**src/bdbc_pkg.sv**
```systemverilog
// Shared types and constants for the blob centroid finder.
`default_nettype none
package bdbc_pkg;

  localparam int MAX_CLUSTERS_DEF = 16;
  localparam int COORD_BITS       = 10;
  localparam int CLUSTER_SPAN_DEF = 20;

  localparam int OUT_BITS   = 13;
  localparam int CNT_BITS   = 21;
  localparam int CFG_IDX_BITS = 3;
  localparam int CFG_DATA_BITS = 14;
  localparam logic [CNT_BITS-1:0] COUNT_LIMIT = 21'd1048576;
  localparam logic [OUT_BITS-1:0] OUT_MAX = 13'd8191;

  // quotient output width of the shared divider
  localparam int QUO_BITS = 14;

  typedef enum logic [CFG_IDX_BITS-1:0] {
    REG_THRESH  = 3'd0,
    REG_CROW    = 3'd1,
    REG_CCOL    = 3'd2,
    REG_RADIUS  = 3'd3,
    REG_SHEIGHT = 3'd4,
    REG_SWIDTH  = 3'd5,
    REG_MHEIGHT = 3'd6,
    REG_MWIDTH  = 3'd7
  } cfg_reg_t;

  typedef enum logic [3:0] {
    ST_IDLE,
    ST_TEST,
    ST_SCAN,
    ST_JOIN,
    ST_OPEN,
    ST_EMIT_SCAN,
    ST_EMIT_ROW,
    ST_EMIT_COL,
    ST_EMIT_OUT,
    ST_CLEAR
  } state_t;

endpackage
`default_nettype wire

```
**src/bdbc_div.sv**
```systemverilog
// Shared restoring divider: computes round(num/den) with halves up, one bit a cycle.
`default_nettype none
module bdbc_div
  import bdbc_pkg::*;
#(
  parameter int NUM_BITS = 46,
  parameter int DEN_BITS = 33
) (
  input  wire logic                clk,
  input  wire logic                rst,
  input  wire logic                start,
  input  wire logic [NUM_BITS-1:0] num,
  input  wire logic [DEN_BITS-1:0] den,
  output logic                     busy,
  output logic                     done,
  output logic [QUO_BITS-1:0]      quo
);
  // computes (2*num + den) / (2*den): with quotients >= 2^QUO_BITS saturated
  localparam int NB = NUM_BITS + 2;
  localparam int DB = DEN_BITS + 1;
  localparam int CW = $clog2(NB + 1);

  logic [NB-1:0] n_sh;
  logic [DB:0]   rem;
  logic [DB-1:0] d2;
  logic [NB-1:0] q;
  logic [CW-1:0] cnt;
  logic [DB:0]   trial;
  logic [DB+1:0] sub;

  assign trial = {rem[DB-1:0], n_sh[NB-1]};
  assign sub   = {1'b0, trial} - {2'b0, d2};

  always_ff @(posedge clk) begin
    if (rst) begin
      busy <= 1'b0;
      done <= 1'b0;
    end else begin
      done <= 1'b0;
      if (start) begin
        busy <= 1'b1;
        cnt  <= CW'(NB);
        n_sh <= ({2'b0, num} << 1) + NB'(den);
        d2   <= {den, 1'b0};
        rem  <= '0;
        q    <= '0;
      end else if (busy) begin
        n_sh <= n_sh << 1;
        if (!sub[DB+1]) begin
          rem <= sub[DB:0];
          q   <= {q[NB-2:0], 1'b1};
        end else begin
          rem <= trial;
          q   <= {q[NB-2:0], 1'b0};
        end
        cnt <= cnt - 1'b1;
        if (cnt == CW'(1)) begin
          busy <= 1'b0;
          done <= 1'b1;
        end
      end
    end
  end

  // a zero divisor gives zero
  always_comb begin
    if (d2 == '0) quo = '0;
    else if (|q[NB-1:QUO_BITS]) quo = '1;
    else quo = q[QUO_BITS-1:0];
  end
endmodule
`default_nettype wire

```
**src/bdbc_mul.sv**
```systemverilog
// Shared multiplier with registered product, used for radius test and scaling.
`default_nettype none
module bdbc_mul #(
  parameter int A_BITS = 32,
  parameter int B_BITS = 14
) (
  input  wire logic                     clk,
  input  wire logic [A_BITS-1:0]        a,
  input  wire logic [B_BITS-1:0]        b,
  output logic [A_BITS+B_BITS-1:0]      p
);
  always_ff @(posedge clk) begin
    p <= (A_BITS+B_BITS)'(a) * (A_BITS+B_BITS)'(b);
  end
endmodule
`default_nettype wire

```
**src/background_diff_blob_centroid.sv**
```systemverilog
// Top level: pixel classification, cluster table sequencer and centroid output.
//
// Channel   | Dir | Word
// s_axis_*  | in  | tdata: row, col, cur r/g/b, bg r/g/b (68 bits, padded to 72); tlast = eof
// m_axis_*  | out | tdata: centroid_row, centroid_col, member_count (47 bits, padded to 48);
//           |     | tuser: none_found, overflow; tlast = last
// cfg_*     | in  | register write, index 0..7
//
// A changed pixel inside the window and the radius also scans the cluster table entry by
// entry until a hit or the last entry. At frame end each cluster costs two divisions (two
// multiplies, then one quotient bit a cycle through the shared divider), plus the table scan
// and the handshake.
// rst is synchronous; it clears the valid bits and the overflow flag at once.
// s_axis_tready is low from acceptance until the pixel (and any frame flush) is done.
`default_nettype none
module background_diff_blob_centroid
  import bdbc_pkg::*;
#(
  parameter int MAX_CLUSTERS = MAX_CLUSTERS_DEF,
  parameter int CLUSTER_SPAN = CLUSTER_SPAN_DEF
) (
  input  wire logic                     clk,
  input  wire logic                     rst,
  input  wire logic                     s_axis_tvalid,
  output logic                          s_axis_tready,
  // row, col, cur_red, cur_green, cur_blue, bg_red, bg_green, bg_blue (low bit up)
  input  wire logic [((2*COORD_BITS+48+7)/8)*8-1:0] s_axis_tdata,
  input  wire logic                     s_axis_tlast,
  output logic                          m_axis_tvalid,
  input  wire logic                     m_axis_tready,
  // centroid_row, centroid_col, member_count (low bit up), zero padded
  output logic [47:0]                   m_axis_tdata,
  // none_found, overflow (low bit up)
  output logic [1:0]                    m_axis_tuser,
  output logic                          m_axis_tlast,
  input  wire logic                     cfg_we,
  input  wire logic [CFG_IDX_BITS-1:0]  cfg_index,
  input  wire logic [CFG_DATA_BITS-1:0] cfg_data
);
  localparam int IDX_BITS = (MAX_CLUSTERS > 1) ? $clog2(MAX_CLUSTERS) : 1;
  localparam int SUM_BITS = COORD_BITS + CNT_BITS;
  localparam int MA_BITS  = (SUM_BITS > 24) ? SUM_BITS : 24;
  localparam int MB_BITS  = 14;
  localparam int P_BITS   = MA_BITS + MB_BITS;
  localparam int DEN_BITS = CNT_BITS + 11;

  // configuration
  logic [7:0]  thresh;
  logic [9:0]  crow, ccol;
  logic [10:0] rad, sheight, swidth;
  logic [13:0] mheight, mwidth;

  always_ff @(posedge clk) begin
    if (rst) begin
      thresh <= 8'd30; crow <= '0; ccol <= '0; rad <= 11'd2047;
      sheight <= 11'd1024; swidth <= 11'd1024;
      mheight <= 14'd1024; mwidth <= 14'd1024;
    end else if (cfg_we) begin
      unique case (cfg_reg_t'(cfg_index))
        REG_THRESH:  thresh  <= cfg_data[7:0];
        REG_CROW:    crow    <= cfg_data[9:0];
        REG_CCOL:    ccol    <= cfg_data[9:0];
        REG_RADIUS:  rad     <= cfg_data[10:0];
        REG_SHEIGHT: sheight <= cfg_data[10:0];
        REG_SWIDTH:  swidth  <= cfg_data[10:0];
        REG_MHEIGHT: mheight <= cfg_data[13:0];
        REG_MWIDTH:  mwidth  <= cfg_data[13:0];
        default: ;
      endcase
    end
  end

  // cluster table
  logic [MAX_CLUSTERS-1:0] cvalid;
  logic [COORD_BITS-1:0]   anc_r [MAX_CLUSTERS];
  logic [COORD_BITS-1:0]   anc_c [MAX_CLUSTERS];
  logic [SUM_BITS-1:0]     sum_r [MAX_CLUSTERS];
  logic [SUM_BITS-1:0]     sum_c [MAX_CLUSTERS];
  logic [CNT_BITS-1:0]     pcnt  [MAX_CLUSTERS];
  logic                    ovf;

  // latched pixel
  logic [COORD_BITS-1:0] px_r, px_c;
  logic                  px_eof, px_chg, px_in;
  logic [7:0] cr, cg, cb, br, bgg, bb;

  state_t state, state_next;
  logic [IDX_BITS-1:0] idx;
  logic [IDX_BITS-1:0] free_idx;
  logic [2:0]          step;
  logic [P_BITS-1:0]   acc;

  // shared multiplier
  logic [MA_BITS-1:0] ma;
  logic [MB_BITS-1:0] mb;
  logic [P_BITS-1:0]  mp;
  bdbc_mul #(.A_BITS(MA_BITS), .B_BITS(MB_BITS)) u_mul (.clk, .a(ma), .b(mb), .p(mp));

  // shared divider
  logic                div_start, div_busy, div_done;
  logic [P_BITS-1:0]   dnum;
  logic [DEN_BITS-1:0] dden;
  logic [QUO_BITS-1:0] dquo;
  bdbc_div #(.NUM_BITS(P_BITS), .DEN_BITS(DEN_BITS)) u_div (
    .clk, .rst, .start(div_start), .num(dnum), .den(dden),
    .busy(div_busy), .done(div_done), .quo(dquo));

  logic [COORD_BITS-1:0] dr, dc;
  assign dr = (px_r > crow[COORD_BITS-1:0]) ? px_r - crow[COORD_BITS-1:0]
                                            : crow[COORD_BITS-1:0] - px_r;
  assign dc = (px_c > ccol[COORD_BITS-1:0]) ? px_c - ccol[COORD_BITS-1:0]
                                            : ccol[COORD_BITS-1:0] - px_c;

  function automatic logic chg(input logic [7:0] a, input logic [7:0] b,
                               input logic [7:0] t);
    logic [7:0] d;
    d = (a > b) ? a - b : b - a;
    return d > t;
  endfunction

  // multiplier operand select: steps of the radius test, then scaling
  always_comb begin
    ma = '0;
    mb = '0;
    if (state == ST_TEST) begin
      case (step)
        3'd0: begin ma = MA_BITS'(dr);  mb = MB_BITS'(dr); end
        3'd1: begin ma = MA_BITS'(dc);  mb = MB_BITS'(dc); end
        default: begin ma = MA_BITS'(rad); mb = MB_BITS'(rad); end
      endcase
    end else if (state == ST_EMIT_ROW) begin
      ma = MA_BITS'(sum_r[idx]); mb = mheight;
      if (step == 3'd1) begin ma = MA_BITS'(pcnt[idx]); mb = MB_BITS'(sheight); end
    end else if (state == ST_EMIT_COL) begin
      ma = MA_BITS'(sum_c[idx]); mb = mwidth;
      if (step == 3'd1) begin ma = MA_BITS'(pcnt[idx]); mb = MB_BITS'(swidth); end
    end
  end

  logic hit;
  assign hit = cvalid[idx]
    && (((px_r > anc_r[idx]) ? px_r - anc_r[idx] : anc_r[idx] - px_r) <= COORD_BITS'(CLUSTER_SPAN))
    && (((px_c > anc_c[idx]) ? px_c - anc_c[idx] : anc_c[idx] - px_c) <= COORD_BITS'(CLUSTER_SPAN));
  logic last_idx;
  assign last_idx = (idx == IDX_BITS'(MAX_CLUSTERS - 1));
  logic any_after;
  always_comb begin
    any_after = 1'b0;
    for (int k = 0; k < MAX_CLUSTERS; k++)
      if (k > int'(idx) && cvalid[k]) any_after = 1'b1;
  end

  // lowest free table entry
  always_comb begin
    free_idx = '0;
    for (int k = MAX_CLUSTERS - 1; k >= 0; k--)
      if (!cvalid[k]) free_idx = IDX_BITS'(k);
  end

  // next state
  always_comb begin
    state_next = state;
    unique case (state)
      ST_IDLE: if (s_axis_tvalid) state_next = ST_TEST;
      ST_TEST: if (step == 3'd4)
                 state_next = (px_in && px_chg && acc[P_BITS-1:0] <= mp) ? ST_SCAN
                            : (px_eof ? ST_EMIT_SCAN : ST_IDLE);
      ST_SCAN: if (hit) state_next = ST_JOIN;
               else if (last_idx) state_next = ST_OPEN;
      ST_JOIN, ST_OPEN: state_next = px_eof ? ST_EMIT_SCAN : ST_IDLE;
      ST_EMIT_SCAN: if (~|cvalid) state_next = ST_EMIT_OUT;
                    else if (cvalid[idx]) state_next = ST_EMIT_ROW;
      ST_EMIT_ROW: if (div_done) state_next = ST_EMIT_COL;
      ST_EMIT_COL: if (div_done) state_next = ST_EMIT_OUT;
      ST_EMIT_OUT: if (m_axis_tready)
                     state_next = m_axis_tlast ? ST_CLEAR : ST_EMIT_SCAN;
      ST_CLEAR: state_next = ST_IDLE;
      default: state_next = ST_IDLE;
    endcase
  end

  // outputs
  always_comb begin
    s_axis_tready = (state == ST_IDLE) && !rst;
    m_axis_tvalid = (state == ST_EMIT_OUT);
    div_start = ((state == ST_EMIT_ROW) || (state == ST_EMIT_COL))
                && (step == 3'd2) && !div_busy;
  end

  logic [OUT_BITS-1:0] res_r, res_c;
  logic nf;
  assign m_axis_tdata = {1'b0, pcnt[idx] & {CNT_BITS{~nf}}, res_c, res_r} ;
  assign m_axis_tuser = {ovf, nf};
  assign m_axis_tlast = nf || !any_after;

  always_ff @(posedge clk) begin
    if (rst) begin
      state <= ST_IDLE;
      cvalid <= '0;
      ovf <= 1'b0;
      idx <= '0;
      step <= '0;
    end else begin
      state <= state_next;
      unique case (state)
        ST_IDLE: if (s_axis_tvalid) begin
          px_r <= s_axis_tdata[COORD_BITS-1:0];
          px_c <= s_axis_tdata[2*COORD_BITS-1:COORD_BITS];
          {bb, bgg, br, cb, cg, cr} <= s_axis_tdata[2*COORD_BITS+47:2*COORD_BITS];
          px_eof <= s_axis_tlast;
          step <= '0;
          idx <= '0;
        end
        ST_TEST: begin
          step <= step + 3'd1;
          px_in <= ({1'b0, px_r} < sheight) && ({1'b0, px_c} < swidth);
          px_chg <= chg(cr, br, thresh) || chg(cg, bgg, thresh) || chg(cb, bb, thresh);
          // products arrive in the cycle after their operands
          if (step == 3'd1) acc <= mp;
          if (step == 3'd2) acc <= acc + mp;
          if (step == 3'd4) idx <= '0;
        end
        ST_SCAN: if (hit) begin
          // idx holds
        end else if (!last_idx) idx <= idx + 1'b1;
        ST_JOIN: begin
          if (pcnt[idx] >= COUNT_LIMIT) ovf <= 1'b1;
          else begin
            sum_r[idx] <= sum_r[idx] + SUM_BITS'(px_r);
            sum_c[idx] <= sum_c[idx] + SUM_BITS'(px_c);
            pcnt[idx]  <= pcnt[idx] + 1'b1;
          end
          idx <= '0;
        end
        ST_OPEN: begin
          if (&cvalid) ovf <= 1'b1;
          else begin
            cvalid[free_idx] <= 1'b1;
            anc_r[free_idx] <= px_r; anc_c[free_idx] <= px_c;
            sum_r[free_idx] <= SUM_BITS'(px_r); sum_c[free_idx] <= SUM_BITS'(px_c);
            pcnt[free_idx] <= CNT_BITS'(1);
          end
          idx <= '0;
        end
        ST_EMIT_SCAN: begin
          step <= '0;
          nf <= ~|cvalid;
          if (~|cvalid) begin
            res_r <= '0; res_c <= '0;
          end else if (!cvalid[idx]) idx <= idx + 1'b1;
        end
        ST_EMIT_ROW, ST_EMIT_COL: begin
          if (step < 3'd3) step <= step + 3'd1;
          if (step == 3'd1) acc <= mp;
          if (div_done) begin
            step <= '0;
            if (state == ST_EMIT_ROW)
              res_r <= (|dquo[QUO_BITS-1:OUT_BITS]) ? OUT_MAX : dquo[OUT_BITS-1:0];
            else
              res_c <= (|dquo[QUO_BITS-1:OUT_BITS]) ? OUT_MAX : dquo[OUT_BITS-1:0];
          end
        end
        ST_EMIT_OUT: if (m_axis_tready && !m_axis_tlast) idx <= idx + 1'b1;
        ST_CLEAR: begin
          cvalid <= '0;
          ovf <= 1'b0;
          idx <= '0;
        end
        default: ;
      endcase
    end
  end

  assign dnum = acc;
  assign dden = DEN_BITS'(mp);

  // assertions
  a_ready_idle: assert property (@(posedge clk) disable iff (rst)
    s_axis_tready |-> !m_axis_tvalid) else $error("ready while emitting");
  a_clear: assert property (@(posedge clk) disable iff (rst)
    (state == ST_CLEAR) |=> (cvalid == '0 && !ovf)) else $error("table not cleared");
  a_nf_last: assert property (@(posedge clk) disable iff (rst)
    (m_axis_tvalid && m_axis_tuser[0]) |-> m_axis_tlast) else $error("none_found not last");
  a_div: assert property (@(posedge clk) disable iff (rst)
    div_start |-> !div_busy) else $error("divider restarted");
endmodule
`default_nettype wire
```
**config.mk**
```make
export PLATFORM = sky130hd
export DESIGN_NAME = background_diff_blob_centroid
export DESIGN_NICKNAME = d
export VERILOG_FILES = /design/src/bdbc_pkg.sv /design/src/bdbc_div.sv /design/src/bdbc_mul.sv /design/src/background_diff_blob_centroid.sv
export SDC_FILE = /design/constraint.sdc
export NUM_CORES = 2
export LEC_CHECK = 0
export BUFFER_PORTS_ARGS = -buffer_cell sky130_fd_sc_hd__buf_4
export CORE_MARGIN = 10
export CORE_UTILIZATION = 45
export CTS_CLUSTER_SIZE = 28
export DETAILED_ROUTE_END_ITERATION = 7
export GPL_ROUTABILITY_DRIVEN = 0
export GPL_TIMING_DRIVEN = 0
export SKIP_CTS_REPAIR_TIMING = 1
export SYNTH_ARGS = -nofsm -noshare
export SYNTH_HDL_FRONTEND = slang
export SYNTH_SLANG_ARGS = --single-unit
```
**constraint.sdc**
```tcl
create_clock -name clk -period 22.3 [get_ports clk]
set_input_delay 3.345 -clock clk [delete_from_list [all_inputs] [get_ports clk]]
set_output_delay 3.345 -clock clk [all_outputs]
set_load 0.05 [all_outputs]
```
==> results.json <==
{
  "outcome": "finished, violations left",
  "violations": "max-capacitance violations, max-slew violations",
  "std_cell_rows": 182,
  "finalSetupTns_ns": 0,
  "synth_ff_type": "edfxtp_1",
  "drc_errors": 0,
  "power_mw": 11.98,
  "grt_max_degree": 54,
  "cts_tree": "built",
  "first_pass_iters": 8,
  "synth_edf_count": 1956,
  "leakage_nw": 44.17,
  "min_path_cells": 2,
  "grt_overflow": 0,
  "r2r_slack_ns": 9.21,
  "avgSynthCellArea_um2": 13.79,
  "antenna_found_initial": 23,
  "clk_path_buf_depth": 3,
  "crit_fanout": 21,
  "synth_area_leader_cell": "edfxtp_1",
  "fp.dieH_um": 516.4,
  "start_kind": "register",
  "worst_ir_drop_vdd_mv": 0.07759,
  "track_usage_pct": 23.90,
  "reg2regPathDepth": 42,
  "core-area_um2": 245500,
  "required_ns": 23.00,
  "fillers": 20543,
  "via_per_inst": 5.912,
  "syn_inst": 8042,
  "critPathMaxStageDelay_ns": 1.05,
  "cts_sinks": 2124,
  "maxCapViolCount": 2,
  "finalHoldViolCount": 0,
  "initial_core_util_pct": 45.17,
  "crit_top_cell": "inv_1",
  "worst-slew-pin-transition_ns": 1.522,
  "path_clk_slew_ns": 0.06,
  "cellPowerDensity_nw_per_um2": 95.41,
  "yosysSeqAreaShare_pct": 56.00,
  "place_area_um2": 118300,
  "slew_viol_final": 10,
  "clk_latency_ns": 0.90,
  "holdWs_ns": 0.4564,
  "die_x_um": 516.4,
  "synth_cell_types": 109,
  "numPortBuffers": 132,
  "grt_first_pass_wirelength_um": 472500,
  "routed_wl_um": 324500,
  "h-tree-depth": 4,
  "place_hpwl_um": 235000,
  "synth_nets": 8951,
  "wl_per_cell_um": 27.22,
  "design_area_um2": 125600,
  "skew_ns": 0.1052,
  "dr.first_iter.drc_count": 7736,
  "final_cells": 11924,
  "yosys_register_bits": 2124,
  "cts-root-buf": "clkbuf_16",
  "detail-route-antenna-nets": 0,
  "hp-class": "register to register",
  "endpoint_kind": "register",
  "yosysWarnings": 0,
  "period_minus_slack_ns": 13.09,
  "cts_buffers": 221,
  "drive_above_1_share_pct": 15.67,
  "critPathSlowestCell": "a211oi_1",
  "synth-async-reset-ratio_pct": 0,
  "grt_pass1_vias": 70280,
  "rsz0062_at_grt": "no",
  "synth.area.top_cells": "edfxtp_1 53%, mux4_2 10%, fa_1 6.5%, ha_1 5.1%, dfxtp_1 3.0%",
  "area_delta_synth_final_pct": 13.24,
  "vias": 70491,
  "max-slew-margin-rel_pct": -2.230,
  "crit_arrival_ns": 13.79,
  "layout.nets": 9415,
  "dp_cells": 11501,
  "finalCritPeriodShare_pct": 58.70,
  "max_freq_mhz": 76.39,
  "die-area_um2": 266700,
  "syn_area_um2": 110900,
  "netlist.area_leader.share_pct": 52.97,
  "setup_viol": 0,
  "io_pins": 148,
  "crit_type": "register to register"
}
stage by stage:
step	setup WS (ns)	util (%)
6_report	9.209	51.16
5_1_grt	8.505	51.15
4_1_cts	9.327	51.13
3_5_place_dp	9.448	48.18
3_3_place_gp	7.461	47.22
2_1_floorplan	12.13	-
per-layer routing:
layer | vias to the layer above | global-route usage (%) | part of all wire, %
met5 | - | 0 | 0.025
met4 | 10 | 9.361 | 4.4
met3 | 643 | 4.754 | 8.3
met2 | 3130 | 38.61 | 47
met1 | 36189 | 31.93 | 40
li1 | 30519 | - | -
layout make-up:
class                      instances  area, um2  share of cell area [%]
clock inverter                   140       1456                   1.160
timing repair buffer             241       3092                   2.462
sequential                      2124      62100                   49.45
tap                             3220       4029                   3.208
multi-input combinational       4867      44590                   35.51
antenna                           12      30.03                 0.02391
inverter                         714       2680                   2.134
buffer                           337       1808                   1.440
clock buffer                     269       5798                   4.617
synth_stat cells, types with 28 or more instances:
cell type and n:
edfxtp_1 1956, nand2_1 752, inv_1 712, nor2_1 566
mux4_2 515, ha_1 454, a21oi_1 425, fa_1 360
o21ai_0 219, clkbuf_1 182, dfxtp_1 168, xnor2_1 144
nand3_1 108, nor3_1 95, xor2_1 95, mux2i_1 88
nand2b_1 83, a21o_1 81, nor2b_1 78, and2_1 75
a31oi_1 63, buf_2 57, or3_1 56, o21a_1 47
and3_1 46, nand4_1 45, o21bai_1 40, a211oi_1 38
buf_4 34, or2_2 33, nor4_1 30, o211ai_1 28
final timing paths:
check        startpoint     endpoint
min reg2reg  mheight[8]   mheight[8]
min          mheight[8]   mheight[8]
max reg2reg     px_c[0]  u_mul.p[44]
max             px_c[0]  u_mul.p[44]
where the power goes:
part	internal, mW	switching, mW	total (mW)
sequential	4.88	0.129	5.01
combinational	1.11	2.17	3.28
clock	2.08	1.61	3.69
worst max-delay path, delay by kind of cell, from the launching register on:
kind,cells,cell delay (ns)
compound gates,15,5.17
fa+ha+maj,9,3.97
buf+inv,11,1.66
flops,1,0.84
simple gates,4,0.66
xor+xnor,2,0.38
mux,1,0.23
registers in the layout, indices dropped and copies added, names as in the netlist, 11 cells and up, named ones only:
signal      cells
acc            45
anc_c         160
anc_r         160
cvalid         16
mheight        14
mwidth         14
pcnt          336
rad            11
res_c          13
res_r          13
sheight        11
sum_c         496
sum_r         496
swidth         11
u_div.d2       32
u_div.n_sh     47
u_div.q        47
u_div.rem      33
u_mul.p        45
cells in the final DEF (no fill, tap or decap), types with 215 or more instances in the layout:
| master | count |
|---|---|
| a21oi_1 | 421 |
| o21ai_0 | 215 |
| clkbuf_16 | 224 |
| inv_1 | 712 |
| fa_1 | 360 |
| nor2_1 | 540 |
| mux4_2 | 515 |
| edfxtp_1 | 1956 |
| clkbuf_1 | 224 |
| ha_1 | 454 |
| nand2_1 | 752 |
cell families (layout without fill, tap and decap cells):
group                      count (synthesis)  after routing  share of synthesized area [%]
DFF                                     2124           2124                          56.00
and+or+nand+nor                         2029           2029                          8.363
AOI/OAI and AO/OA                       1158           1158                          6.563
buffers and inverters                   1051           1701                          4.046
adders and majority gates                814            814                          11.62
muxes                                    626            626                          11.52
xor gates and xnor gates                 239            239                          1.888
other                                      1             13                       0.003382
No activity file was read; power rests on OpenSTA's default activity.
